`src/hw/rtl/mi3_pkg.sv`:
```
// Shared types, constants and fixed-point helpers for the 3x3 matrix inverter.
package mi3_pkg;

	localparam int DATA_W    = 32;
	localparam int FRAC_W    = 16;
	localparam int THR_W     = 31;
	localparam int COLS      = 6;
	localparam int MEM_DEPTH = 18;
	localparam int ADDR_W    = $clog2(MEM_DEPTH);
	localparam int QUO_W     = 2 * FRAC_W + 1;
	localparam int DCNT_W    = $clog2(QUO_W + 1);
	localparam int NENT      = 9;

	typedef logic signed [DATA_W-1:0]   data_t;
	typedef logic [DATA_W-1:0]          umag_t;
	typedef logic signed [2*DATA_W-1:0] wide_t;
	typedef logic [QUO_W-1:0]           quo_t;
	typedef logic [ADDR_W-1:0]          addr_t;
	typedef logic [1:0]                 row_t;
	typedef logic [2:0]                 col_t;
	typedef logic [3:0]                 ent_t;

	localparam data_t DMAX = {1'b0, {(DATA_W-1){1'b1}}};
	localparam data_t DMIN = {1'b1, {(DATA_W-1){1'b0}}};
	localparam data_t ONE  = data_t'(64'd1 << FRAC_W);

	typedef enum logic [1:0] {
		ST_OK   = 2'd0,
		ST_SING = 2'd1,
		ST_SAT  = 2'd2
	} status_t;

	typedef enum logic [3:0] {
		S_IDLE, S_LOAD, S_PIV, S_PCHK, S_DIV, S_SCALE,
		S_FRD, S_FCAP, S_ELIM, S_OWAIT, S_OUT, S_FIN
	} state_t;

	typedef struct packed {
		logic  we;
		addr_t waddr;
		data_t wdata;
		addr_t raddr0;
		addr_t raddr1;
	} mem_req_t;

	typedef struct packed {
		logic  we;
		ent_t  idx;
		data_t data;
	} res_wr_t;

	typedef struct packed {
		logic  sat;
		data_t val;
	} sres_t;

	function automatic addr_t addr_of(row_t r, col_t c);
		return addr_t'(int'(r) * COLS + int'(c));
	endfunction

	function automatic umag_t mag(data_t v);
		return v[DATA_W-1] ? umag_t'(-v) : umag_t'(v);
	endfunction

	// product already in full precision; floor shift then clamp
	function automatic sres_t qmul_fin(wide_t p);
		wide_t sh;
		sres_t r;
		sh = p >>> FRAC_W;
		if ((&sh[2*DATA_W-1:DATA_W-1]) || !(|sh[2*DATA_W-1:DATA_W-1])) begin
			r.sat = 1'b0;
			r.val = sh[DATA_W-1:0];
		end else begin
			r.sat = 1'b1;
			r.val = sh[2*DATA_W-1] ? DMIN : DMAX;
		end
		return r;
	endfunction

	function automatic sres_t qsub(data_t a, data_t b);
		logic signed [DATA_W:0] d;
		sres_t r;
		d = {a[DATA_W-1], a} - {b[DATA_W-1], b};
		if (d[DATA_W] == d[DATA_W-1]) begin
			r.sat = 1'b0;
			r.val = d[DATA_W-1:0];
		end else begin
			r.sat = 1'b1;
			r.val = d[DATA_W] ? DMIN : DMAX;
		end
		return r;
	endfunction

	function automatic sres_t recip_sat(logic neg, quo_t q);
		sres_t r;
		if (!neg) begin
			r.sat = |q[QUO_W-1:DATA_W-1];
			r.val = r.sat ? DMAX : data_t'(q[DATA_W-1:0]);
		end else begin
			r.sat = (|q[QUO_W-1:DATA_W]) || (q[DATA_W-1] && (|q[DATA_W-2:0]));
			r.val = r.sat ? DMIN : data_t'(-q[DATA_W-1:0]);
		end
		return r;
	endfunction

endpackage

```
`src/hw/rtl/mi3_mem.sv`:
```
// 3x6 augmented-matrix store: one write port, two registered read ports.
module mi3_mem import mi3_pkg::*; (
	input  logic     clk,
	input  mem_req_t req,
	output data_t    rd0,
	output data_t    rd1
);

	data_t mem_q [MEM_DEPTH];

	always_ff @(posedge clk) begin
		if (req.we) begin
			mem_q[req.waddr] <= req.wdata;
		end
		rd0 <= mem_q[req.raddr0];
		rd1 <= mem_q[req.raddr1];
	end

endmodule

```
`config.mk`:
```
export PLATFORM = sky130hd
export DESIGN_NAME = mi3_mem
export DESIGN_NICKNAME = d
export VERILOG_FILES = /design/src/hw/rtl/mi3_pkg.sv /design/src/hw/rtl/mi3_mem.sv
export SDC_FILE = /design/constraint.sdc
export NUM_CORES = 1
export LEC_CHECK = 0
export ABC_AREA = 1
export BUFFER_PORTS_ARGS = -buffer_cell sky130_fd_sc_hd__buf_4
export CELL_PAD_IN_SITES_DETAIL_PLACEMENT = 0
export CELL_PAD_IN_SITES_GLOBAL_PLACEMENT = 2
export CORE_ASPECT_RATIO = 2
export CORE_MARGIN = 8
export CORE_UTILIZATION = 39
export CTS_CLUSTER_SIZE = 8
export DETAILED_ROUTE_END_ITERATION = 8
export PLACE_DENSITY_LB_ADDON = 0.2
export SLEW_MARGIN = 20
export SYNTH_ARGS = -nofsm -noshare
export SYNTH_HDL_FRONTEND = slang
export SYNTH_SLANG_ARGS = --single-unit
```
`constraint.sdc`:
```
create_clock -name clk -period 2.6 [get_ports clk]
set_input_delay 0 -clock clk [delete_from_list [all_inputs] [get_ports clk]]
set_output_delay 0 -clock clk [all_outputs]
set_load 0.01 [all_outputs]
```
==> flow_metrics.env <==
export IMPL_start_util_pct=39.1
export IMPL_path_clk_slew_ps=50
export IMPL_slew_limit_headroom_pct=46.5
export IMPL_drc_errors=0
export IMPL_finalWeightedCongestion=0.763
export IMPL_viasPerCell=5.23
export IMPL_p_per_area_nw_per_um2=677
export IMPL_ctsResizeCount=0
export IMPL_cp_arrival_ps=2810
export IMPL_synthDominantCellAreaShare_pct=54.7
export IMPL_synth_nets=3751
export IMPL_io_pins=113
export IMPL_hold_path_class="in2reg"
export IMPL_ys_types=16
export IMPL_grt_max_degree=137
export IMPL_route_met2_wl_um=55700
export IMPL_hold_violations=0
export IMPL_mostFrequentLayoutCells="nand2_1, nand3_1, edfxtp_1"
export IMPL_drv_slew=0
export IMPL_dieArea_um2=91000
export IMPL_worstSetupPathType="in2reg"
export IMPL_ys_seq_elements=640
export IMPL_dr_wl_met3_um=5900
export IMPL_peakVddDrop_mv=0.534
export IMPL_antenna_found_initial=2
export IMPL_cts_tree="yes"
export IMPL_postRouteAntennaNets=0
export IMPL_critPathMaxFanout=23
export IMPL_p_leak_nw=16.1
export IMPL_highest_layer="met4"
export IMPL_crit_required_ps=3200
export IMPL_status="completed"
export IMPL_cts_buffer_depth=3
export IMPL_cp_cell_sequence="dlygate4sd3_1 > buf_4 > clkinv_2 > buf_4 > nand3_1 > nand3_1 > nand2_1 > nand2_1 > dlygate4sd3_1 > nand2_1"
export IMPL_postSynthAreaPerCell_um2=8.54
export IMPL_worst_pin_slew_ps=803
export IMPL_drt_initial_drc_count=2199
export IMPL_start_kind="primary input"
export IMPL_synth_top_cell_by_area="edfxtp_1"
export IMPL_root_buffer="clkbuf_16"
export IMPL_nNetsFinal=3841
export IMPL_dp_hpwl_um=56600
export IMPL_path_common_cell="nand2_1"
export IMPL_final_common_cell="nand2_1"
export IMPL_grt_pass1_wl_um=166000
export IMPL_cpMaxStageDelayCell="clkinv_2"
export IMPL_die_x_um=217
export IMPL_worst_path_buf_inv=5
export IMPL_crit_path_end_kind="flip-flop"
export IMPL_regArea_um2=18600
export IMPL_power_mw=25.0
export IMPL_clock_skew_ps=30.5
export IMPL_max_freq_mhz=452
export IMPL_routed_wl_um=112000
export IMPL_finalSetupTns_ps=0
export IMPL_cts_num_sinks=640
export IMPL_synthCells=3702
export IMPL_vias=25688
export IMPL_grt_overflow_total=0
export IMPL_area_delta_synth_final_pct=16.8
export IMPL_layout_min_cycle_time_ps=2210
export IMPL_critPathTopFamily="buffers and inverters"
export IMPL_cts_htree_levels=3
export IMPL_die_height_um=419
export IMPL_setup_viol_count_final=0
export IMPL_ys_seq_area_share_pct=58.7
export IMPL_num_rows=148
export IMPL_first_pass_iters=5
export IMPL_timing_final_crit_share_pct=85.0
export IMPL_insertion_delay_ps=670
export IMPL_slowest_delay_ps=580
export IMPL_grt_pass1_vias=25697
export IMPL_ys_warn_count=0
export IMPL_cts_made_buffers=90
export IMPL_grt_setup_unrepaired="false"
export IMPL_multi_input_area_um2=9940
export IMPL_synthTopCellsByArea="edfxtp_1, nand2_1, nand3_1"
export IMPL_syn_area_um2=31600
export IMPL_coreArea_um2=80900
export IMPL_grt_use_total_pct=24.4
export IMPL_maxCapViolations=0
export IMPL_wl_met1_um=47000
export IMPL_wl_per_cell_um=22.8
export IMPL_fillers=7798
export IMPL_io_buffer_count=112
export IMPL_drive_gt1_share_pct=8.24
-- area by class of cell --
cell class	instances	share of cell area, %
repair buffers	234	6.47
flip-flops and latches	640	50.3
multi-input cells	2268	26.9
diodes	2	0.0135
clock buffers	157	6.95
well taps	1050	3.56
inverters	558	5.73
clock inverters	3	0.0711
-- per-stage QoR --
stage / hold slack, ps / instances / area (um^2) / worst slack, ps / util, %
2_1_floorplan: 98.9 / 3702 / 31600 / 577 / -
3_3_place_gp: 332 / 4710 / 33900 / 730 / 41.9
3_5_place_dp: 333 / 4710 / 33900 / 701 / 41.9
4_1_cts: 18.8 / 4910 / 36900 / 397 / 45.6
5_1_grt: 95.0 / 4912 / 36900 / 296 / 45.6
6_report: 72.1 / 4912 / 36900 / 390 / 45.6
-- state kept, by name, indices dropped and copies added (netlist names) --
register	flops
mem_q	576
rd0	32
rd1	32
-- synth_stat cells (all sizes together) --
library cell	n
nand3	903
a21oi	64
clkbuf	64
dfxtp	64
nand2	1217
edfxtp	576
buf	172
nor2	19
inv	558
o21ai	64
nand3b	1
-- worst register-to-register path, delay by kind of cell (launching register included) --
family / cells / cell delay (ps)
buffers and inverters: 2 / 630
AND/OR/NAND/NOR: 7 / 500
flip-flops: 1 / 350
-- layer usage --
metal | up-vias | track usage (%)
met5 | - | 0
met4 | 0 | 8.70
met3 | 201 | 3.35
met2 | 862 | 42.9
met1 | 12408 | 30.4
li1 | 12217 | -
-- path summary, 6_finish.rpt --
| kind | start | endpoint | slack, ps | cells past startpoint |
|---|---|---|---|---|
| worst max-delay path | req[7] | rd0[14]$_DFF_P_ | 390 | 10 |
| worst min-delay path | req[6] | rd0[19]$_DFF_P_ | 70 | 7 |
| worst max register to register | mem_q[1][14]$_DFFE_PP_ | rd0[14]$_DFF_P_ | 990 | 9 |
| worst min register to register | mem_q[17][24]$_DFFE_PP_ | rd1[24]$_DFF_P_ | 470 | 2 |
-- cells by family after synthesis --
logic type / synth area share, %
buffers and inverters: 10.3
DFF: 58.7
AOI/OAI and AO/OA: 2.03
and+or+nand+nor: 29.0
-- what timing repair did --
action	CTS	global route
hold buffers	40	0
hold endpoints to repair	622	0
endpoints found under the setup margin	0	0
buffers inserted	0	0
-- report_power, final --
group	internal (mW)	switching, mW	leakage, nW
Clock	6.60	4.44	1.23
Sequential	11.4	0.0838	5.73
Combinational	0.780	1.68	9.18
Total	18.8	6.20	16.1
Note: power is estimated with default switching activity, not from simulation.
