`config.mk`:
```
export PLATFORM = sky130hd
export DESIGN_NAME = mi3_ctrl
export DESIGN_NICKNAME = d
export VERILOG_FILES = /design/src/hw/rtl/mi3_pkg.sv /design/src/hw/rtl/mi3_ctrl.sv
export SDC_FILE = /design/constraint.sdc
export NUM_CORES = 2
export LEC_CHECK = 0
export BUFFER_PORTS_ARGS = -buffer_cell sky130_fd_sc_hd__buf_4
export CAP_MARGIN = 20
export CORE_AREA = 2 2 373 468
export CTS_CLUSTER_DIAMETER = 60
export CTS_CLUSTER_SIZE = 20
export DETAILED_ROUTE_END_ITERATION = 8
export DIE_AREA = 0 0 375 470
export PLACE_DENSITY = 0.49
export SETUP_SLACK_MARGIN = 0.1
export SLEW_MARGIN = 15
export SYNTH_ARGS = -nofsm -noshare
export SYNTH_HDL_FRONTEND = slang
export SYNTH_SLANG_ARGS = --single-unit
```
`constraint.sdc`:
```
create_clock -name clk -period 10.6 [get_ports clk]
set_clock_uncertainty 0.15 [all_clocks]
set_input_delay 1.59 -clock clk [delete_from_list [all_inputs] [get_ports clk]]
set_output_delay 1.59 -clock clk [all_outputs]
set_load 0.01 [all_outputs]
```
`src/hw/rtl/mi3_pkg.sv`:
```
// Shared types, constants and fixed-point helpers for the 3x3 matrix inverter.
package mi3_pkg;

	localparam int DATA_W    = 32;
	localparam int FRAC_W    = 16;
	localparam int THR_W     = 31;
	localparam int COLS      = 6;
	localparam int MEM_DEPTH = 18;
	localparam int ADDR_W    = $clog2(MEM_DEPTH);
	localparam int QUO_W     = 2 * FRAC_W + 1;
	localparam int DCNT_W    = $clog2(QUO_W + 1);
	localparam int NENT      = 9;

	typedef logic signed [DATA_W-1:0]   data_t;
	typedef logic [DATA_W-1:0]          umag_t;
	typedef logic signed [2*DATA_W-1:0] wide_t;
	typedef logic [QUO_W-1:0]           quo_t;
	typedef logic [ADDR_W-1:0]          addr_t;
	typedef logic [1:0]                 row_t;
	typedef logic [2:0]                 col_t;
	typedef logic [3:0]                 ent_t;

	localparam data_t DMAX = {1'b0, {(DATA_W-1){1'b1}}};
	localparam data_t DMIN = {1'b1, {(DATA_W-1){1'b0}}};
	localparam data_t ONE  = data_t'(64'd1 << FRAC_W);

	typedef enum logic [1:0] {
		ST_OK   = 2'd0,
		ST_SING = 2'd1,
		ST_SAT  = 2'd2
	} status_t;

	typedef enum logic [3:0] {
		S_IDLE, S_LOAD, S_PIV, S_PCHK, S_DIV, S_SCALE,
		S_FRD, S_FCAP, S_ELIM, S_OWAIT, S_OUT, S_FIN
	} state_t;

	typedef struct packed {
		logic  we;
		addr_t waddr;
		data_t wdata;
		addr_t raddr0;
		addr_t raddr1;
	} mem_req_t;

	typedef struct packed {
		logic  we;
		ent_t  idx;
		data_t data;
	} res_wr_t;

	typedef struct packed {
		logic  sat;
		data_t val;
	} sres_t;

	function automatic addr_t addr_of(row_t r, col_t c);
		return addr_t'(int'(r) * COLS + int'(c));
	endfunction

	function automatic umag_t mag(data_t v);
		return v[DATA_W-1] ? umag_t'(-v) : umag_t'(v);
	endfunction

	// product already in full precision; floor shift then clamp
	function automatic sres_t qmul_fin(wide_t p);
		wide_t sh;
		sres_t r;
		sh = p >>> FRAC_W;
		if ((&sh[2*DATA_W-1:DATA_W-1]) || !(|sh[2*DATA_W-1:DATA_W-1])) begin
			r.sat = 1'b0;
			r.val = sh[DATA_W-1:0];
		end else begin
			r.sat = 1'b1;
			r.val = sh[2*DATA_W-1] ? DMIN : DMAX;
		end
		return r;
	endfunction

	function automatic sres_t qsub(data_t a, data_t b);
		logic signed [DATA_W:0] d;
		sres_t r;
		d = {a[DATA_W-1], a} - {b[DATA_W-1], b};
		if (d[DATA_W] == d[DATA_W-1]) begin
			r.sat = 1'b0;
			r.val = d[DATA_W-1:0];
		end else begin
			r.sat = 1'b1;
			r.val = d[DATA_W] ? DMIN : DMAX;
		end
		return r;
	endfunction

	function automatic sres_t recip_sat(logic neg, quo_t q);
		sres_t r;
		if (!neg) begin
			r.sat = |q[QUO_W-1:DATA_W-1];
			r.val = r.sat ? DMAX : data_t'(q[DATA_W-1:0]);
		end else begin
			r.sat = (|q[QUO_W-1:DATA_W]) || (q[DATA_W-1] && (|q[DATA_W-2:0]));
			r.val = r.sat ? DMIN : data_t'(-q[DATA_W-1:0]);
		end
		return r;
	endfunction

endpackage

```
`src/hw/rtl/mi3_ctrl.sv`:
```
// Elimination sequencer: load, pivot search, scaling, row updates and readout.
module mi3_ctrl import mi3_pkg::*; (
	input  logic             clk,
	input  logic             arst_n,
	input  logic             start,
	input  data_t            ain [NENT],
	input  logic [THR_W-1:0] thr,
	input  logic             out_busy,
	output logic             idle,
	output mem_req_t         mreq,
	input  data_t            rd0,
	input  data_t            rd1,
	output logic             div_start,
	output umag_t            div_divisor,
	input  logic             div_done,
	input  quo_t             div_quo,
	output res_wr_t          res,
	output logic             fin,
	output status_t          fin_status
);

	state_t state_q, state_d;
	col_t   cnt_q;
	row_t   col_q, row_q, bi_q;
	row_t   perm_q [3];
	data_t  ain_q [NENT];
	umag_t  best_q;
	logic   bneg_q;
	data_t  recip_q, f_q;
	logic   sat_q, sing_q;
	logic   v_s1, v_s2;
	col_t   k_s1, k_s2;
	wide_t  prod_s2;
	data_t  old_s2;

	logic   issue;
	sres_t  qm, qs, rc;
	data_t  mul_a;
	logic [2:0] r_nxt;

	always_comb begin
		qm    = qmul_fin(prod_s2);
		qs    = qsub(old_s2, qm.val);
		rc    = recip_sat(bneg_q, div_quo);
		mul_a = (state_q == S_SCALE) ? recip_q : f_q;
		r_nxt = {1'b0, row_q} + 3'd1;
		if (r_nxt == {1'b0, col_q}) begin
			r_nxt = r_nxt + 3'd1;
		end
	end

	always_comb begin
		state_d     = state_q;
		issue       = 1'b0;
		idle        = 1'b0;
		div_start   = 1'b0;
		div_divisor = best_q;
		fin         = 1'b0;
		fin_status  = sing_q ? ST_SING : (sat_q ? ST_SAT : ST_OK);
		mreq        = '0;
		res         = '0;
		unique case (state_q)
			S_IDLE: begin
				idle = 1'b1;
				if (start) state_d = S_LOAD;
			end
			S_LOAD: begin
				mreq.we    = 1'b1;
				mreq.waddr = addr_of(row_q, cnt_q);
				if (cnt_q < 3'd3) begin
					mreq.wdata = ain_q[ent_t'(int'(row_q) * 3 + int'(cnt_q[1:0]))];
				end else begin
					mreq.wdata = (cnt_q == {1'b0, row_q} + 3'd3) ? ONE : '0;
				end
				if (row_q == 2'd2 && cnt_q == 3'd5) state_d = S_PIV;
			end
			S_PIV: begin
				issue       = cnt_q < 3'd3;
				mreq.raddr0 = addr_of(perm_q[cnt_q[1:0]], {1'b0, col_q});
				if (!issue && !v_s1) state_d = S_PCHK;
			end
			S_PCHK: begin
				if (best_q == '0 || best_q < {1'b0, thr}) begin
					state_d = S_OWAIT;
				end else begin
					div_start = 1'b1;
					state_d   = S_DIV;
				end
			end
			S_DIV: begin
				if (div_done) state_d = S_SCALE;
			end
			S_SCALE: begin
				issue       = cnt_q < 3'd6;
				mreq.raddr0 = addr_of(perm_q[col_q], cnt_q);
				mreq.we     = v_s2;
				mreq.waddr  = addr_of(perm_q[col_q], k_s2);
				mreq.wdata  = qm.val;
				if (!issue && !v_s1 && !v_s2) state_d = S_FRD;
			end
			S_FRD: begin
				mreq.raddr1 = addr_of(perm_q[row_q], {1'b0, col_q});
				state_d     = S_FCAP;
			end
			S_FCAP: begin
				state_d = S_ELIM;
			end
			S_ELIM: begin
				issue       = cnt_q < 3'd6;
				mreq.raddr0 = addr_of(perm_q[col_q], cnt_q);
				mreq.raddr1 = addr_of(perm_q[row_q], cnt_q);
				mreq.we     = v_s2;
				mreq.waddr  = addr_of(perm_q[row_q], k_s2);
				mreq.wdata  = qs.val;
				if (!issue && !v_s1 && !v_s2) begin
					if (r_nxt < 3'd3) state_d = S_FRD;
					else if (col_q == 2'd2) state_d = S_OWAIT;
					else state_d = S_PIV;
				end
			end
			S_OWAIT: begin
				if (!out_busy) state_d = sing_q ? S_FIN : S_OUT;
			end
			S_OUT: begin
				issue       = cnt_q < 3'd6;
				mreq.raddr0 = addr_of(perm_q[row_q], cnt_q);
				res.we      = v_s1;
				res.idx     = ent_t'(int'(row_q) * 3 + int'(k_s1) - 3);
				res.data    = rd0;
				if (!issue && !v_s1 && row_q == 2'd2) state_d = S_FIN;
			end
			S_FIN: begin
				fin     = 1'b1;
				state_d = S_IDLE;
			end
			default: state_d = S_IDLE;
		endcase
	end

	always_ff @(posedge clk or negedge arst_n) begin
		if (!arst_n) begin
			state_q <= S_IDLE;
			v_s1    <= 1'b0;
			v_s2    <= 1'b0;
		end else begin
			state_q <= state_d;
			v_s1    <= issue;
			v_s2    <= v_s1 && (state_q == S_SCALE || state_q == S_ELIM);
		end
	end

	always_ff @(posedge clk) begin
		if (issue) begin
			cnt_q <= cnt_q + 3'd1;
			k_s1  <= cnt_q;
		end
		k_s2    <= k_s1;
		prod_s2 <= wide_t'(mul_a) * wide_t'(rd0);
		old_s2  <= rd1;
		if (v_s2 && state_q == S_SCALE) sat_q <= sat_q | qm.sat;
		if (v_s2 && state_q == S_ELIM) sat_q <= sat_q | qm.sat | qs.sat;

		unique case (state_q)
			S_IDLE: begin
				if (start) begin
					ain_q     <= ain;
					cnt_q     <= '0;
					row_q     <= '0;
					col_q     <= '0;
					perm_q[0] <= 2'd0;
					perm_q[1] <= 2'd1;
					perm_q[2] <= 2'd2;
					sat_q     <= 1'b0;
					sing_q    <= 1'b0;
				end
			end
			S_LOAD: begin
				if (cnt_q == 3'd5) begin
					cnt_q <= '0;
					row_q <= row_q + 2'd1;
				end else begin
					cnt_q <= cnt_q + 3'd1;
				end
				best_q <= '0;
				bi_q   <= '0;
				bneg_q <= 1'b0;
			end
			S_PIV: begin
				// first row with the strictly largest magnitude wins
				if (v_s1 && mag(rd0) > best_q) begin
					best_q <= mag(rd0);
					bi_q   <= k_s1[1:0];
					bneg_q <= rd0[DATA_W-1];
				end
			end
			S_PCHK: begin
				if (best_q == '0 || best_q < {1'b0, thr}) begin
					sing_q <= 1'b1;
				end else begin
					perm_q[col_q] <= perm_q[bi_q];
					perm_q[bi_q]  <= perm_q[col_q];
				end
			end
			S_DIV: begin
				if (div_done) begin
					recip_q <= rc.val;
					sat_q   <= sat_q | rc.sat;
					cnt_q   <= '0;
				end
			end
			S_SCALE: begin
				row_q <= (col_q == 2'd0) ? 2'd1 : 2'd0;
			end
			S_FCAP: begin
				f_q   <= rd1;
				cnt_q <= '0;
			end
			S_ELIM: begin
				if (!issue && !v_s1 && !v_s2) begin
					if (r_nxt < 3'd3) begin
						row_q <= r_nxt[1:0];
					end else if (col_q != 2'd2) begin
						col_q  <= col_q + 2'd1;
						cnt_q  <= {1'b0, col_q} + 3'd1;
						bi_q   <= col_q + 2'd1;
						best_q <= '0;
						bneg_q <= 1'b0;
					end
				end
			end
			S_OWAIT: begin
				cnt_q <= 3'd3;
				row_q <= '0;
			end
			S_OUT: begin
				if (!issue && !v_s1 && row_q != 2'd2) begin
					row_q <= row_q + 2'd1;
					cnt_q <= 3'd3;
				end
			end
			S_FRD, S_FIN: begin
			end
			default: begin
			end
		endcase
	end

endmodule

```
==> reports/qor.txt <==
status - complete, no violations
vias per cell - 5.05
CP startpoint kind - flip-flop
hold buffer count at cts - 0
I/O Buffers - 542
period utilization - 93.5%
R2R depth - 27
Setup violations, final - 0
row cnt - 171
worst setup path startpoint - state_q[0]
reg-to-reg slack, setup - 0.69 ns
FFs w/ async S/R, synth - 1.20%
RSZ-0062 raised after global routing - false
Yosys reg bits - 502
Cells after Synth - 6050
kind of critical path - flip-flop to flip-flop
CP max-delay cell - dfrtp_1
CP Max Fanout - 57
CTS Root Buffer Type - clkbuf_16
clock sinks - 502
Post-synth EDFFs - 403
Synth Flop Type - edfxtp_1
drt wl/cell - 23.5 um
Finished Layout Cells - 8691
number of library cell types mapped by synthesis - 85
fmax - 101 MHz
final setup margin - 0.692 ns
sequential fraction of the synthesis area - 23.0%
global route overflow - 0
vias in the first global route - 47600
Post-CTS Setup Inserts - 0
area grow syn2layout - 13.0%
max cap viols - 0
Die Wd - 375 um
initial core utilization - 35.7%
Routed Antenna Nets - 0
number of remaining DRC errors - 0
Warnings, synthesis - 0
Critical Path Max Stage Delay - 0.63 ns
initial DRC count - 2708
Vias - 43900
Worst R2R End - prod_s2[61]
commonest non-fill, non-tap cell in the layout - inv_1
CP Capture Type - flip-flop
Final Net Count - 8210
final wirelength - 205000 um
CTS tree - done
syn_nets - 7871
min-delay worst type - flip-flop to flip-flop
detailed-placement wirelength estimate - 170000 um
Vert. Die Dim - 470 um
final hold violation count - 0
GP Congestion - 0.904
Ports - 543
Max-slew headroom - 26.2%
Post-Place Cells - 8593
clock buffers created by TritonCTS - 42
Arr. time, crit path - 10.22 ns
Most Frequent Cell on Critical Path - fa_1
r2r startpoint - state_q[0]
min cycle time layout - 9.91 ns
drt pass-1 iters - 5
worst slew pin tran - 1.11 ns
pins over their slew limit - 0
Synth Area per Inst - 10.2 um^2
Cell Area, Synth - 0.0615 mm^2
Reg clk slew, reported paths - 0.08 ns
hold path cells - 0
worst slack, placed - 0.620 ns
H-Tree Depth - 2
Worst-Skew Late Latency - 0.62 ns
die footprint - 0.176 mm^2
Sum Neg Setup Slack - 0 ns
Hold Startpoint - k_s1[2]
GRT Overall Usage - 23.4%
most frequent cells in the layout - inv_1, fa_1, nand2_1
worst-case clock buffer depth - 3
first-pass GRT wire length - 308000 um
core area - 0.172 mm^2
Required @ worst endpoint - 10.91 ns
pin count of the biggest net entering global routing - 158
Worst Hold Path EP - k_s2[2]
layout cells sized above 1 - 13.2%
initial antenna violation count - 35
## routing by layer
layer / track usage (%) / wire, um
met1: 29.3 / 82500
met2: 40.0 / 102000
met3: 4.19 / 11600
met4: 9.24 / 8390
met5: 0 / 49
## cells by family (layout without fill, tap and decap cells)
family                     Yosys count  count (layout)  share of synthesized area, %
and+or+nand+nor                   1808            1808                          14.3
buffers and inverters             1438            1802                          8.82
adders and majority gates         1400            1400                          41.8
AOI/OAI and AO/OA                  655             655                          6.87
DFF                                502             502                          23.0
xor gates and xnor gates           137             137                          1.95
muxes                              110             110                          3.27
other                                0              28                             0
## critical path, delay by kind of cell (launching register included)
| kind | cells | cell delay (ns) |
|---|---|---|
| fa+ha+maj | 9 | 4.49 |
| compound gates | 6 | 1.82 |
| simple gates | 7 | 1.53 |
| buf+inv | 4 | 0.91 |
| flops | 1 | 0.63 |
| xor+xnor | 1 | 0.17 |
## synthesized netlist by cell type (8+ instances only)
cell | number | share of area [%]
o21a_1 | 19 | 0.23
o21ai_0 | 163 | 1.3
mux4_2 | 72 | 2.6
xor2_1 | 42 | 0.60
or3_1 | 18 | 0.18
dfxtp_1 | 93 | 3.0
nor3_1 | 35 | 0.28
ha_1 | 312 | 6.4
nor2_1 | 198 | 1.2
a221oi_1 | 8 | 0.11
nand2_1 | 807 | 4.9
a211oi_1 | 13 | 0.16
o31ai_1 | 12 | 0.15
fa_1 | 1088 | 35
inv_1 | 1089 | 6.6
and2_1 | 506 | 5.1
and3_1 | 42 | 0.43
o21bai_1 | 13 | 0.16
xnor2_1 | 95 | 1.4
o211ai_1 | 11 | 0.13
mux2i_1 | 30 | 0.49
buf_1 | 21 | 0.13
mux2_2 | 8 | 0.15
clkbuf_1 | 319 | 1.9
or2_2 | 13 | 0.13
edfxtp_1 | 403 | 20
a31oi_1 | 43 | 0.44
a21oi_1 | 163 | 1.3
a21o_1 | 66 | 0.81
o22ai_1 | 13 | 0.13
nand4_1 | 36 | 0.37
nor4_1 | 27 | 0.27
nand2b_1 | 23 | 0.23
nand3_1 | 42 | 0.34
o311ai_0 | 20 | 0.28
nor2b_1 | 25 | 0.25
o221ai_1 | 31 | 0.44
## state kept, by name (all words and copies together), names as in the netlist, 2 cells and up, named ones only
register,count
ain_q,288
bi_q,2
cnt_q,3
col_q,2
div_divisor,32
f_q,32
k_s1,3
k_s2,3
old_s2,32
perm_q,8
prod_s2,48
recip_q,32
row_q,2
state_q,4
## stage by stage
step | instance area, um^2 | utilization, % | hold WS [ns]
6_report | 69400 | 40.3 | 0.225
5_1_grt | 69400 | 40.3 | 0.241
4_1_cts | 69400 | 40.3 | 0.228
3_5_place_dp | 67900 | 39.4 | 0.208
3_3_place_gp | 67900 | 39.4 | 0.208
2_1_floorplan | 61500 | - | 0.198
## how the worst max path moves through the flow
stage / endpoint / cells after the start / slack [ns]
after global routing: prod_s2[62] / 28 / 0.28
final: prod_s2[61] / 27 / 0.69
after detailed placement: prod_s2[62] / 28 / 0.62
after CTS: prod_s2[62] / 28 / 0.56
after floorplan: prod_s2[62] / 29 / 1.38
after global placement: prod_s2[62] / 28 / 0.75
## timing repair
item	CTS	global route
hold endpoints to repair	0	0
resized for setup	0	1
setup endpoints to repair	0	1
## cell type report
type,count,area [um^2]
inverters,1092,4110
repair buffers,641,4830
flip-flops and latches,502,14100
fillers,17000,103000
clock inverters,24,345
multi-input cells,4110,42100
clock buffers,45,1080
diodes,28,70.1
well taps,2249,2810
Power is not shown: default switching activity piles up to over one toggle a cycle in this logic, so the estimate is an artifact.
