**src/hw/rtl/mi3_pkg.sv**
```systemverilog
// Shared types, constants and fixed-point helpers for the 3x3 matrix inverter.
package mi3_pkg;

	localparam int DATA_W    = 32;
	localparam int FRAC_W    = 16;
	localparam int THR_W     = 31;
	localparam int COLS      = 6;
	localparam int MEM_DEPTH = 18;
	localparam int ADDR_W    = $clog2(MEM_DEPTH);
	localparam int QUO_W     = 2 * FRAC_W + 1;
	localparam int DCNT_W    = $clog2(QUO_W + 1);
	localparam int NENT      = 9;

	typedef logic signed [DATA_W-1:0]   data_t;
	typedef logic [DATA_W-1:0]          umag_t;
	typedef logic signed [2*DATA_W-1:0] wide_t;
	typedef logic [QUO_W-1:0]           quo_t;
	typedef logic [ADDR_W-1:0]          addr_t;
	typedef logic [1:0]                 row_t;
	typedef logic [2:0]                 col_t;
	typedef logic [3:0]                 ent_t;

	localparam data_t DMAX = {1'b0, {(DATA_W-1){1'b1}}};
	localparam data_t DMIN = {1'b1, {(DATA_W-1){1'b0}}};
	localparam data_t ONE  = data_t'(64'd1 << FRAC_W);

	typedef enum logic [1:0] {
		ST_OK   = 2'd0,
		ST_SING = 2'd1,
		ST_SAT  = 2'd2
	} status_t;

	typedef enum logic [3:0] {
		S_IDLE, S_LOAD, S_PIV, S_PCHK, S_DIV, S_SCALE,
		S_FRD, S_FCAP, S_ELIM, S_OWAIT, S_OUT, S_FIN
	} state_t;

	typedef struct packed {
		logic  we;
		addr_t waddr;
		data_t wdata;
		addr_t raddr0;
		addr_t raddr1;
	} mem_req_t;

	typedef struct packed {
		logic  we;
		ent_t  idx;
		data_t data;
	} res_wr_t;

	typedef struct packed {
		logic  sat;
		data_t val;
	} sres_t;

	function automatic addr_t addr_of(row_t r, col_t c);
		return addr_t'(int'(r) * COLS + int'(c));
	endfunction

	function automatic umag_t mag(data_t v);
		return v[DATA_W-1] ? umag_t'(-v) : umag_t'(v);
	endfunction

	// product already in full precision; floor shift then clamp
	function automatic sres_t qmul_fin(wide_t p);
		wide_t sh;
		sres_t r;
		sh = p >>> FRAC_W;
		if ((&sh[2*DATA_W-1:DATA_W-1]) || !(|sh[2*DATA_W-1:DATA_W-1])) begin
			r.sat = 1'b0;
			r.val = sh[DATA_W-1:0];
		end else begin
			r.sat = 1'b1;
			r.val = sh[2*DATA_W-1] ? DMIN : DMAX;
		end
		return r;
	endfunction

	function automatic sres_t qsub(data_t a, data_t b);
		logic signed [DATA_W:0] d;
		sres_t r;
		d = {a[DATA_W-1], a} - {b[DATA_W-1], b};
		if (d[DATA_W] == d[DATA_W-1]) begin
			r.sat = 1'b0;
			r.val = d[DATA_W-1:0];
		end else begin
			r.sat = 1'b1;
			r.val = d[DATA_W] ? DMIN : DMAX;
		end
		return r;
	endfunction

	function automatic sres_t recip_sat(logic neg, quo_t q);
		sres_t r;
		if (!neg) begin
			r.sat = |q[QUO_W-1:DATA_W-1];
			r.val = r.sat ? DMAX : data_t'(q[DATA_W-1:0]);
		end else begin
			r.sat = (|q[QUO_W-1:DATA_W]) || (q[DATA_W-1] && (|q[DATA_W-2:0]));
			r.val = r.sat ? DMIN : data_t'(-q[DATA_W-1:0]);
		end
		return r;
	endfunction

endpackage

```
**src/hw/rtl/mi3_div.sv**
```systemverilog
// Restoring divider: 2^(2*FRAC_W) / divisor, one quotient bit per cycle.
module mi3_div import mi3_pkg::*; (
	input  logic  clk,
	input  logic  arst_n,
	input  logic  start,
	input  umag_t divisor,
	output logic  done,
	output quo_t  quo
);

	logic              run_q, done_q;
	logic [DCNT_W-1:0] cnt_q;
	umag_t             rem_q, dvs_q;
	quo_t              quo_q;
	logic [DATA_W:0]   trial;
	logic              qbit;

	// dividend is a single one in the top bit, so only the first step shifts in a one
	always_comb begin
		trial = {rem_q, (cnt_q == '0)};
		qbit  = trial >= {1'b0, dvs_q};
	end

	always_ff @(posedge clk or negedge arst_n) begin
		if (!arst_n) begin
			run_q  <= 1'b0;
			done_q <= 1'b0;
			cnt_q  <= '0;
		end else if (start) begin
			run_q  <= 1'b1;
			done_q <= 1'b0;
			cnt_q  <= '0;
		end else if (run_q) begin
			if (cnt_q == DCNT_W'(QUO_W - 1)) begin
				run_q  <= 1'b0;
				done_q <= 1'b1;
			end else begin
				cnt_q <= cnt_q + 1'b1;
			end
		end else begin
			done_q <= 1'b0;
		end
	end

	always_ff @(posedge clk) begin
		if (start) begin
			rem_q <= '0;
			dvs_q <= divisor;
		end else if (run_q) begin
			rem_q <= qbit ? umag_t'(trial - {1'b0, dvs_q}) : umag_t'(trial);
			quo_q <= {quo_q[QUO_W-2:0], qbit};
		end
	end

	assign done = done_q;
	assign quo  = quo_q;

endmodule

```
**config.mk**
```make
export PLATFORM = sky130hd
export DESIGN_NAME = mi3_div
export DESIGN_NICKNAME = d
export VERILOG_FILES = /design/src/hw/rtl/mi3_pkg.sv /design/src/hw/rtl/mi3_div.sv
export SDC_FILE = /design/constraint.sdc
export NUM_CORES = 1
export LEC_CHECK = 0
export ABC_AREA = 1
export ABC_CLOCK_PERIOD_IN_PS = 7300
export BUFFER_PORTS_ARGS = -buffer_cell sky130_fd_sc_hd__buf_2
export CORE_ASPECT_RATIO = 2
export CORE_MARGIN = 1.5
export CORE_UTILIZATION = 55
export CTS_CLUSTER_SIZE = 25
export DETAILED_ROUTE_END_ITERATION = 12
export GPL_TIMING_DRIVEN = 0
export PLACE_DENSITY = 0.83
export SLEW_MARGIN = 20
export SYNTH_ARGS = -nofsm -noshare
export SYNTH_HDL_FRONTEND = slang
export SYNTH_SLANG_ARGS = --single-unit
```
**constraint.sdc**
```tcl
create_clock -name clk -period 7.3 [get_ports clk]
set_input_delay 0.365 -clock clk [delete_from_list [all_inputs] [get_ports clk]]
set_output_delay 0.365 -clock clk [all_outputs]
set_load 0.1 [all_outputs]
```
==> flow_metrics.py, run 1 <==
metrics = {
    "global_routing": {
        "grt_pass1_wl_mm": 27.5,
        "antenna_found_initial": 0,
        "grt_max_degree": 34,
        "overflow": 0,
        "grt_pass1_vias": 5735,
        "grt.total_usage": 0.284,
    },
    "synth": {
        "synth_edf_count": 65,
        "synth_area_um2": 6700,
        "synth.avg_cell_area_um2": 7.42,
        "synth_cell_types": 37,
        "synth-main-ff-cell": "edfxtp_1",
        "netlist_instances": 903,
        "async_flop_share": 0.0762,
        "yosysMostFrequentCell": "nand2_1",
        "ys_seq_elements": 105,
        "syn_nets": 973,
        "yosys.area.top_type_share": 0.291,
        "synthTopCellsByCount": "nand2_1 (305), inv_1 (165), edfxtp_1 (65)",
        "ys_warn_count": 0,
        "yosysSeqAreaShare": 0.417,
        "ys_top_cells_by_area": "edfxtp_1 (29%), nand2_1 (17%), dfxtp_1 (9.6%)",
        "yosys.area.top_type": "edfxtp_1",
    },
    "cts": {
        "clk_latency_ns": 0.36,
        "htreeDepth": 3,
        "postCtsResizedCells": 0,
        "clock-sinks": 105,
        "clk_pin_slew_ns": 0.08,
        "cts_root_buf": "clkbuf_16",
        "cts_tree": "done",
        "clockBufferDepth": 2,
        "cts_buffers": 9,
    },
    "worst_setup_path": {
        "slowest_delay_ns": 0.44,
        "crit_path_frequent_cell": "nand2_1",
        "worst_path_max_delay_cell": "fa_1",
        "crit_type": "flop to flop",
        "end_kind": "flop",
        "start_kind": "flop",
        "worstPathCellList": "inv_1 > ha_1 > nand3_1 > nor2_1 > nand2_1 > ha_1 > inv_1 > fa_1 > nand3_1 > nand3_1 > nand2_1 > nand2_1 > nand2_1 > nand2_1 > nand2_1 > nand2_1 > nand2_1 > nand3_1 > nand2_1 > a21oi_2",
        "worst_ep_arrival_time_ns": 3.29,
        "worst_ep_required_time_ns": 7.52,
        "cp_max_fo": 4,
    },
    "timing": {
        "slew_violations": 0,
        "setup_violations": 0,
        "period_minus_slack_ns": 3.07,
        "slew_headroom": 0.416,
        "rsz0062_at_grt": "no",
        "fin_skew_ns": 0.0141,
        "hold_violations": 0,
        "fmax_mhz": 325,
        "worst_pin_slew_ns": 0.875,
        "finalSetupTns_ns": 0,
        "fin_crit_sh": 0.421,
    },
    "route": {
        "dr.first_iter.drc_count": 347,
        "totalWireLength_mm": 17.6,
        "vias": 5949,
        "ant_nets": 0,
        "wl_per_cell_um": 15.6,
        "drc_errors": 0,
        "drtPass1Iterations": 8,
        "vias_per_cell": 5.25,
    },
    "floorplan": {
        "initial_core_util": 0.569,
        "dieArea_um2": 12900,
        "rows": 56,
        "io_pins": 69,
        "die_width_um": 81.1,
        "die_y_um": 159,
        "core_um2": 11800,
    },
    "cells_and_area": {
        "num_antenna_cells": 0,
        "regArea_um2": 2790,
        "area_growth_pct": 13.2,
        "multi_input_area_um2": 3120,
        "drive_above_1_share": 0.137,
        "fillers": 1058,
        "final_area_um2": 7590,
        "num-nets-final": 1054,
    },
    "placement": {
        "place_area_um2": 7260,
        "numPortBuffers": 68,
        "place.gp.congestion": 0.984,
        "dp_hpwl_mm": 14.1,
    },
    "pwr": {
        "power.density_nw_per_um2": 392,
        "p_leak_uw": 0.00389,
        "peakVddDrop_mv": 0.211,
    },
    "worst_hold_path": {
        "hp-class": "input port to flop",
    },
    "run_status": {
        "outcome": "complete, no violations",
    },
    "flow_run": {
        "drv_cap": 0,
    },
}
## final cells by class
class / count / share of cell area
Buffer: 21 / 0.0191
Sequential cell: 105 / 0.368
Clock buffer: 9 / 0.0297
Multi-Input combinational cell: 604 / 0.412
Timing Repair Buffer: 70 / 0.0498
Clock inverter: 7 / 0.0124
Tap cell: 145 / 0.0239
Inverter: 173 / 0.0856
## through the flow
step / hold slack (ns) / util / power, µW / instances / setup WS [ns]
floorplan: 0.0694 / - / 2070 / 903 / 4.51
global placement: 0.214 / 0.614 / 2420 / 1116 / 3.39
detailed placement: 0.215 / 0.617 / 2470 / 1117 / 4.31
global route: 0.175 / 0.645 / 3180 / 1134 / 4.08
finish: 0.176 / 0.645 / 2970 / 1134 / 4.23
CTS: 0.175 / 0.645 / 2970 / 1134 / 4.27
## layer usage
metal / track usage / wire [µm]
met4: 0.158 / 1040
met3: 0.0372 / 702
met2: 0.537 / 9690
met5: 0 / 0
met1: 0.282 / 6220
## state kept, by name, indices dropped and copies added (netlist names)
register	count
run_q	1
rem_q	32
quo	33
cnt_q	6
done	1
dvs_q	32
## kinds of logic (layout without fill, tap and decap cells)
| group | after synthesis | in the layout | share of synthesized area |
|---|---|---|---|
| buffers and inverters | 194 | 280 | 0.119 |
| adders and majority gates | 35 | 35 | 0.0665 |
| AOI/OAI and AO/OA | 66 | 66 | 0.0551 |
| and+or+nand+nor | 488 | 488 | 0.324 |
| xor gates and xnor gates | 15 | 15 | 0.0196 |
| DFF | 105 | 105 | 0.417 |
## critical path, delay by kind of cell, from the launching register on
family	cells	cell delay, ns
AOI/OAI and AO/OA	1	0.05
adders and majority gates	3	0.78
buffers and inverters	2	0.19
DFF	1	0.39
and+or+nand+nor	14	1.53
## layout by cell type, fill, tap and decap left out, types with 2 or more instances in the layout
master / n
nand2_1: 305
inv_1: 165
buf_2: 70
edfxtp_1: 65
nand3_1: 64
a21oi_1: 47
nor2_1: 45
ha_1: 34
dfxtp_1: 32
nand3b_1: 24
xnor2_1: 14
nand4_1: 10
clkbuf_1: 9
clkbuf_16: 9
nor3_1: 8
nand2_2: 8
dfrtp_1: 8
nand3_2: 7
buf_6: 7
o21ai_0: 7
nor2_2: 6
a21oi_2: 6
clkinv_1: 5
nor2_4: 4
clkinv_8: 4
inv_2: 3
buf_4: 3
nor4_1: 2
nand2_4: 2
o21bai_1: 2
## path summary, 6_finish.rpt
| path | startpoint | to | slack, ns | cells past startpoint |
|---|---|---|---|---|
| worst max register to register | cnt_q[0] | rem_q[28] | 4.23 | 20 |
| worst min register to register | quo[23] | quo[24] | 0.45 | 0 |
| min in group asynchronous | arst_n | done | 0.37 | 2 |
| worst max-delay path | cnt_q[0] | rem_q[28] | 4.23 | 20 |
| max in group asynchronous | arst_n | cnt_q[3] | 6.76 | 2 |
| worst min-delay path | divisor[30] | dvs_q[30] | 0.18 | 1 |
## power breakdown
part	total (µW)	leakage [µW]	internal, µW	switching (µW)
Combinational	1650	0.00274	580	1070
Clock	499	0.000153	248	251
Sequential	822	0.00101	746	76.5
## repair_timing
item                                    in CTS  in global routing
buffers inserted                             0                  0
endpoints found under the setup margin       0                  0
hold buffers                                 1                  0
endpoints found under the hold margin        8                  0
(Power assumes the default switching activity.)
==> run 2: changes to the inputs <==
--- a/config.mk
+++ b/config.mk
@@ -6,15 +6,15 @@
 export NUM_CORES = 1
 export LEC_CHECK = 0
 export ABC_AREA = 1
-export ABC_CLOCK_PERIOD_IN_PS = 7300
+export ABC_CLOCK_PERIOD_IN_PS = 2700
 export BUFFER_PORTS_ARGS = -buffer_cell sky130_fd_sc_hd__buf_2
 export CORE_ASPECT_RATIO = 2
 export CORE_MARGIN = 1.5
-export CORE_UTILIZATION = 55
+export CORE_UTILIZATION = 54
 export CTS_CLUSTER_SIZE = 25
 export DETAILED_ROUTE_END_ITERATION = 12
 export GPL_TIMING_DRIVEN = 0
-export PLACE_DENSITY = 0.83
+export PLACE_DENSITY = 0.85
 export SLEW_MARGIN = 20
 export SYNTH_ARGS = -nofsm -noshare
 export SYNTH_HDL_FRONTEND = slang
==> constraint.sdc (replaced) <==
create_clock -name clk -period 2.7 [get_ports clk]
set_input_delay 0.135 -clock clk [delete_from_list [all_inputs] [get_ports clk]]
set_output_delay 0.135 -clock clk [all_outputs]
set_load 0.1 [all_outputs]
==> run 2 against run 1 <==
Global-route usage up 1.4 points. Register-to-register slack worse by 4.1 ns. First-iteration DRC count down 4.9%. Worst hold slack worse by 0.049 ns. Largest power group unchanged. Via count up 4.0%. Setup slack worse by 4.1 ns. Clock skew down 0.0018 ns. Cell area up 5.9%. Clock power rose to 2.8 times the previous value.
==> flow_metrics.py, run 2 (same netlist as run 1, synthesis figures left out) <==
metrics = {
    "route": {
        "drc_errors": 0,
        "dr_wl_met3_um": 665,
        "vias_per_cell": 5.26,
        "vias": 6184,
        "dr.first_iter.drc_count": 330,
        "top_layer_used": "met4",
        "wl_per_cell_um": 15.9,
        "wl_met2_mm": 10.3,
        "wirelength_met1_mm": 6.55,
        "totalWireLength_mm": 18.6,
        "drtPass1Iterations": 5,
        "ant_nets": 0,
    },
    "timing": {
        "fin_skew_ns": 0.0123,
        "finalSetupTns_ns": 0,
        "worst_pin_slew_ns": 0.867,
        "setup_violations": 0,
        "fmax_mhz": 391,
        "period_minus_slack_ns": 2.56,
        "rsz0062_at_grt": "no",
        "slew_violations": 0,
        "fin_crit_sh": 0.948,
        "slew_headroom": 0.422,
        "hold_violations": 0,
    },
    "placement": {
        "dp_cells": 1119,
        "numPortBuffers": 68,
        "place.gp.congestion": 1.01,
        "dp_hpwl_mm": 14.1,
        "place_area_um2": 7250,
    },
    "worst_setup_path": {
        "worst_path_max_delay_cell": "dfrtp_1",
        "worst_ep_arrival_time_ns": 2.79,
        "worstPathCellList": "inv_2 > ha_1 > nand3_2 > nor2_2 > nand2_1 > ha_2 > inv_2 > fa_2 > nand3_2 > nand3_4 > nand2_1 > nand2_2 > nand2_1 > nand2_2 > nand2_2 > nand2_1 > nand2_1 > nand3_2 > nand2_1 > a21oi_2",
        "crit_type": "flop to flop",
        "start_kind": "flop",
        "timing.rr.start": "cnt_q[1]",
        "end_kind": "flop",
        "r2r_cells": 20,
        "slowest_delay_ns": 0.39,
        "cp_max_fo": 4,
        "r2r_end": "rem_q[30]",
        "r2r_slack_ns": 0.14,
        "crit_path_frequent_cell": "nand2_1",
        "worst_ep_required_time_ns": 2.93,
    },
    "pwr": {
        "combPwrFrac": 0.564,
        "switching_power_uw": 3910,
        "peakVddDrop_mv": 0.553,
        "power.density_nw_per_um2": 1030,
        "p_leak_uw": 0.00408,
        "clkPwrFrac": 0.167,
        "p_int_uw": 4380,
        "switching_share": 0.472,
        "p_seq_frac": 0.269,
    },
    "global_routing": {
        "grt.total_usage": 0.299,
        "antenna_found_initial": 0,
        "overflow": 0,
        "grt_max_degree": 34,
        "grt_pass1_wl_mm": 29.5,
        "grt_pass1_vias": 6234,
    },
    "flow_run": {
        "drv_cap": 0,
    },
    "cts": {
        "clock-sinks": 105,
        "cts_tree": "done",
        "cts_root_buf": "clkbuf_16",
        "cts_buffers": 9,
        "clk_latency_ns": 0.37,
        "clockBufferDepth": 2,
        "htreeDepth": 3,
        "clk_pin_slew_ns": 0.08,
    },
    "cells_and_area": {
        "largest_register_ffs": 33,
        "num-nets-final": 1094,
        "final_cell_mix": "nand2_1 (297), inv_1 (162), buf_2 (70), edfxtp_1 (65), nand3_1 (58)",
        "num_antenna_cells": 0,
        "layout_commonest_cell": "nand2_1",
        "fillers": 1047,
        "fin_util": 0.663,
        "final_area_um2": 8040,
        "drive_above_1_share": 0.158,
        "area_growth_pct": 19.9,
        "multi_input_area_um2": 3200,
        "regArea_um2": 2790,
        "fin_cells": 1176,
    },
    "floorplan": {
        "core_um2": 12100,
        "dieArea_um2": 13100,
        "initial_core_util": 0.553,
        "io_pins": 69,
        "rows": 57,
        "die_width_um": 81.8,
        "die_y_um": 161,
    },
    "run_status": {
        "outcome": "complete, no violations",
    },
    "worst_hold_path": {
        "hp-class": "input port to async pin",
    },
}
[run 2: power groups by stage]
stage                     Sequential (µW)  Clock, µW  Combinational, µW
final                                2230       1380               4670
after global routing                 2260       1460               5150
after CTS                            2220       1400               4520
after detailed placement             2250          0               4410
after global placement               2230          0               4330
after floorplan                      2460          0               3150
[run 2: metrics by stage]
step / hold slack (ns) / setup WS, ns / total power [µW]
2_1_floorplan: -0.161 / 0.297 / 5610
3_3_place_gp: -0.0180 / -0.256 / 6560
3_5_place_dp: -0.0142 / -0.291 / 6660
4_1_cts: 0.131 / 0.0438 / 8140
5_1_grt: 0.146 / 0.00240 / 8880
6_report: 0.127 / 0.140 / 8290
[run 2: metal layers]
metal	vias up	global-route usage
li1	3086	-
met1	2840	0.297
met2	190	0.545
met3	68	0.0415
met4	0	0.198
met5	-	0
[run 2: timing repair]
item,4_1_cts,5_1_grt
endpoints found under the hold margin,40,0
hold buffers,33,0
pin swaps,2,8
endpoints found under the setup margin,8,16
setup buffers,3,5
gates resized for setup,6,16
[run 2: worst max-delay path by stage]
stage                            to     start  slack, ns
final                     rem_q[30]  cnt_q[1]       0.14
after global routing      rem_q[30]  cnt_q[1]      0.002
after CTS                 rem_q[30]  cnt_q[0]       0.04
after detailed placement  rem_q[28]  cnt_q[0]      -0.29
after global placement    rem_q[28]  cnt_q[0]      -0.26
after floorplan           rem_q[28]  cnt_q[0]       0.30
[run 2: worst max-delay path: cells and delay by family, from the launching register on]
family / cells / cell delay [ns]
flip-flops: 1 / 0.39
adder cells (fa/ha/maj): 3 / 0.71
AO/OA/AOI/OAI: 1 / 0.05
buffers and inverters: 2 / 0.12
AND/OR/NAND/NOR: 14 / 1.15
[run 2: layout make-up]
cell class | instances | share of cell area
well taps | 147 | 0.0229
plain buffers | 21 | 0.0181
clock inverters | 7 | 0.0120
flip-flops and latches | 105 | 0.347
multi-input cells | 604 | 0.398
inverters | 173 | 0.0808
repair buffers | 110 | 0.0934
clock buffers | 9 | 0.0280
==> run 3: changes to the inputs <==
--- a/config.mk
+++ b/config.mk
@@ -6,15 +6,17 @@
 export NUM_CORES = 1
 export LEC_CHECK = 0
 export ABC_AREA = 1
-export ABC_CLOCK_PERIOD_IN_PS = 2700
+export ABC_CLOCK_PERIOD_IN_PS = 2400
 export BUFFER_PORTS_ARGS = -buffer_cell sky130_fd_sc_hd__buf_2
+export CELL_PAD_IN_SITES_DETAIL_PLACEMENT = 2
+export CELL_PAD_IN_SITES_GLOBAL_PLACEMENT = 2
 export CORE_ASPECT_RATIO = 2
 export CORE_MARGIN = 1.5
-export CORE_UTILIZATION = 54
+export CORE_UTILIZATION = 35
 export CTS_CLUSTER_SIZE = 25
 export DETAILED_ROUTE_END_ITERATION = 12
 export GPL_TIMING_DRIVEN = 0
-export PLACE_DENSITY = 0.85
+export PLACE_DENSITY = 0.89
 export SLEW_MARGIN = 20
 export SYNTH_ARGS = -nofsm -noshare
 export SYNTH_HDL_FRONTEND = slang
==> constraint.sdc (replaced) <==
create_clock -name clk -period 2.4 [get_ports clk]
set_input_delay 0.12 -clock clk [delete_from_list [all_inputs] [get_ports clk]]
set_output_delay 0.12 -clock clk [all_outputs]
set_load 0.1 [all_outputs]
==> run 3 against run 2 <==
The flow now finishes with violations (negative setup slack). Count of clock-buffer cells in the layout up 1. Non-clock buffer count is 18 higher. Clock skew grew 0.0091 ns. Wire length rose by 83%. Sequential cell count unchanged. Fmax decreased by 5.2%. Register-to-register slack worse by 0.44 ns. Cell count rose by 11%. Setup slack lost 0.44 ns. Sequential share of layout area shrank 3.3 points. Critical endpoint unchanged. Largest cell class unchanged.
==> flow_metrics.py, run 3 (same netlist as run 1, synthesis figures left out) <==
metrics = {
    "cells_and_area": {
        "drive_above_1_share": 0.253,
        "layout_commonest_cell": "nand2_1",
        "final_cell_mix": "nand2_1 (266), inv_1 (161), buf_2 (70), edfxtp_1 (65), nand3_1 (48)",
        "area_growth_pct": 32.4,
        "largest_register_ffs": 33,
        "num-nets-final": 1112,
        "num_antenna_cells": 0,
        "final_area_um2": 8880,
    },
    "worst_setup_path": {
        "slowest_delay_ns": 0.39,
        "worstPathCellList": "inv_2 > ha_4 > nand3_4 > nor2_2 > nand2_2 > ha_4 > inv_4 > fa_2 > nand3_2 > nand3_4 > nand2_4 > nand2_4 > nand2_2 > nand2_4 > nand2_2 > nand2_1 > nand2_1 > nand3_2 > nand2_2 > a21oi_2",
        "start_kind": "flop",
        "end_kind": "flop",
        "crit_path_frequent_cell": "nand2_2",
        "worst_ep_arrival_time_ns": 2.94,
        "cp_max_fo": 4,
        "cp.buffers_inverters": 2,
        "cp_top_family": "simple AND/OR/NAND/NOR gates",
        "worst_path_max_delay_cell": "dfrtp_1",
        "crit_type": "flop to flop",
        "worst_ep_required_time_ns": 2.64,
    },
    "cts": {
        "cts_root_buf": "clkbuf_16",
        "clk_latency_ns": 0.39,
        "htreeDepth": 3,
        "clockBufferDepth": 2,
        "cts_tree": "done",
        "clock-sinks": 105,
        "cts_buffers": 9,
        "clk_pin_slew_ns": 0.09,
    },
    "global_routing": {
        "grt_max_degree": 34,
        "overflow": 0,
        "grt.total_usage": 0.307,
        "grt_pass1_vias": 7851,
        "grt_pass1_wl_mm": 44.5,
        "antenna_found_initial": 0,
    },
    "pwr": {
        "power.density_nw_per_um2": 1320,
        "p_leak_uw": 0.00427,
        "peakVddDrop_mv": 0.622,
        "p_total_uw": 11700,
    },
    "timing": {
        "fin_crit_sh": 1.13,
        "slew_headroom": 0.368,
        "rsz0062_at_grt": "yes",
        "hold_violations": 0,
        "hold_ws_ns": 0.0859,
        "fin_skew_ns": 0.0214,
        "worst_pin_slew_ns": 0.948,
        "slew_violations": 0,
        "fmax_mhz": 370,
        "worst_slack_ns": -0.300,
        "period_minus_slack_ns": 2.70,
        "setup_violations": 33,
    },
    "placement": {
        "numPortBuffers": 68,
        "dp_hpwl_mm": 20.1,
        "pre_cts_ws_ns": -0.724,
        "place_area_um2": 7390,
        "place.gp.congestion": 0.913,
    },
    "worst_hold_path": {
        "hp-class": "input port to async pin",
    },
    "floorplan": {
        "core_um2": 18700,
        "die_width_um": 101,
        "rows": 71,
        "die_y_um": 199,
        "io_pins": 69,
        "dieArea_um2": 20000,
        "initial_core_util": 0.358,
    },
    "route": {
        "wl_met2_mm": 18.3,
        "vias": 7084,
        "dr_wl_met3_mm": 1.24,
        "wl_per_cell_um": 26.2,
        "ant_nets": 0,
        "totalWireLength_mm": 34.1,
        "drtPass1Iterations": 5,
        "wirelength_met1_mm": 11.8,
        "drc_errors": 0,
        "dr.first_iter.drc_count": 294,
        "top_layer_used": "met4",
        "vias_per_cell": 5.44,
    },
    "run_status": {
        "failed_checks": "negative setup slack",
        "outcome": "complete, but fails checks",
    },
    "flow_run": {
        "drv_cap": 0,
    },
}
run 3: power by group:
group,switching (µW),total [µW],internal (µW)
Sequential,357,2630,2270
Combinational,4870,7560,2690
Clock,806,1540,734
Total,6030,11700,5700
run 3: layer usage:
layer | track usage | up-vias
li1 | - | 3116
met1 | 0.281 | 3554
met4 | 0.234 | 0
met2 | 0.589 | 272
met5 | 0 | -
met3 | 0.0429 | 142
run 3: timing repair:
item | 4_1_cts | 5_1_grt
hold endpoints to repair | 40 | 0
hold buffers | 33 | 0
pin swaps | 18 | 13
resized for setup | 72 | 78
cloned | 0 | 3
setup buffers | 14 | 10
endpoints found under the setup margin | 33 | 33
run 3: layout make-up:
class | count | area (µm²)
fill | 2071 | 9870
multi-input combinational | 604 | 3680
sequential | 105 | 2790
timing repair buffer | 129 | 968
inverter | 173 | 652
tap | 255 | 319
clock buffer | 10 | 229
buffer | 20 | 175
clock inverter | 6 | 61.3
run 3: metrics by stage:
| stage | cells | util | TNS [ns] |
|---|---|---|---|
| global route | 1302 | 0.474 | -10.59 |
| finish | 1302 | 0.474 | -6.75 |
| global placement | 1226 | 0.393 | -16.94 |
| CTS | 1290 | 0.450 | -0.981 |
| detailed placement | 1227 | 0.394 | -10.49 |
| floorplan | 903 | - | 0 |
run 3: final timing paths:
kind	endpoint	slack, ns	cells after the start	startpoint
max in group asynchronous	run_q	2.12	2	arst_n
worst max-delay path	rem_q[30]	-0.30	20	cnt_q[0]
worst min-delay path	cnt_q[2]	0.09	2	arst_n
worst max register to register	rem_q[30]	-0.30	20	cnt_q[0]
worst min register to register	quo[21]	0.45	0	quo[20]
min in group clk	dvs_q[9]	0.42	1	start
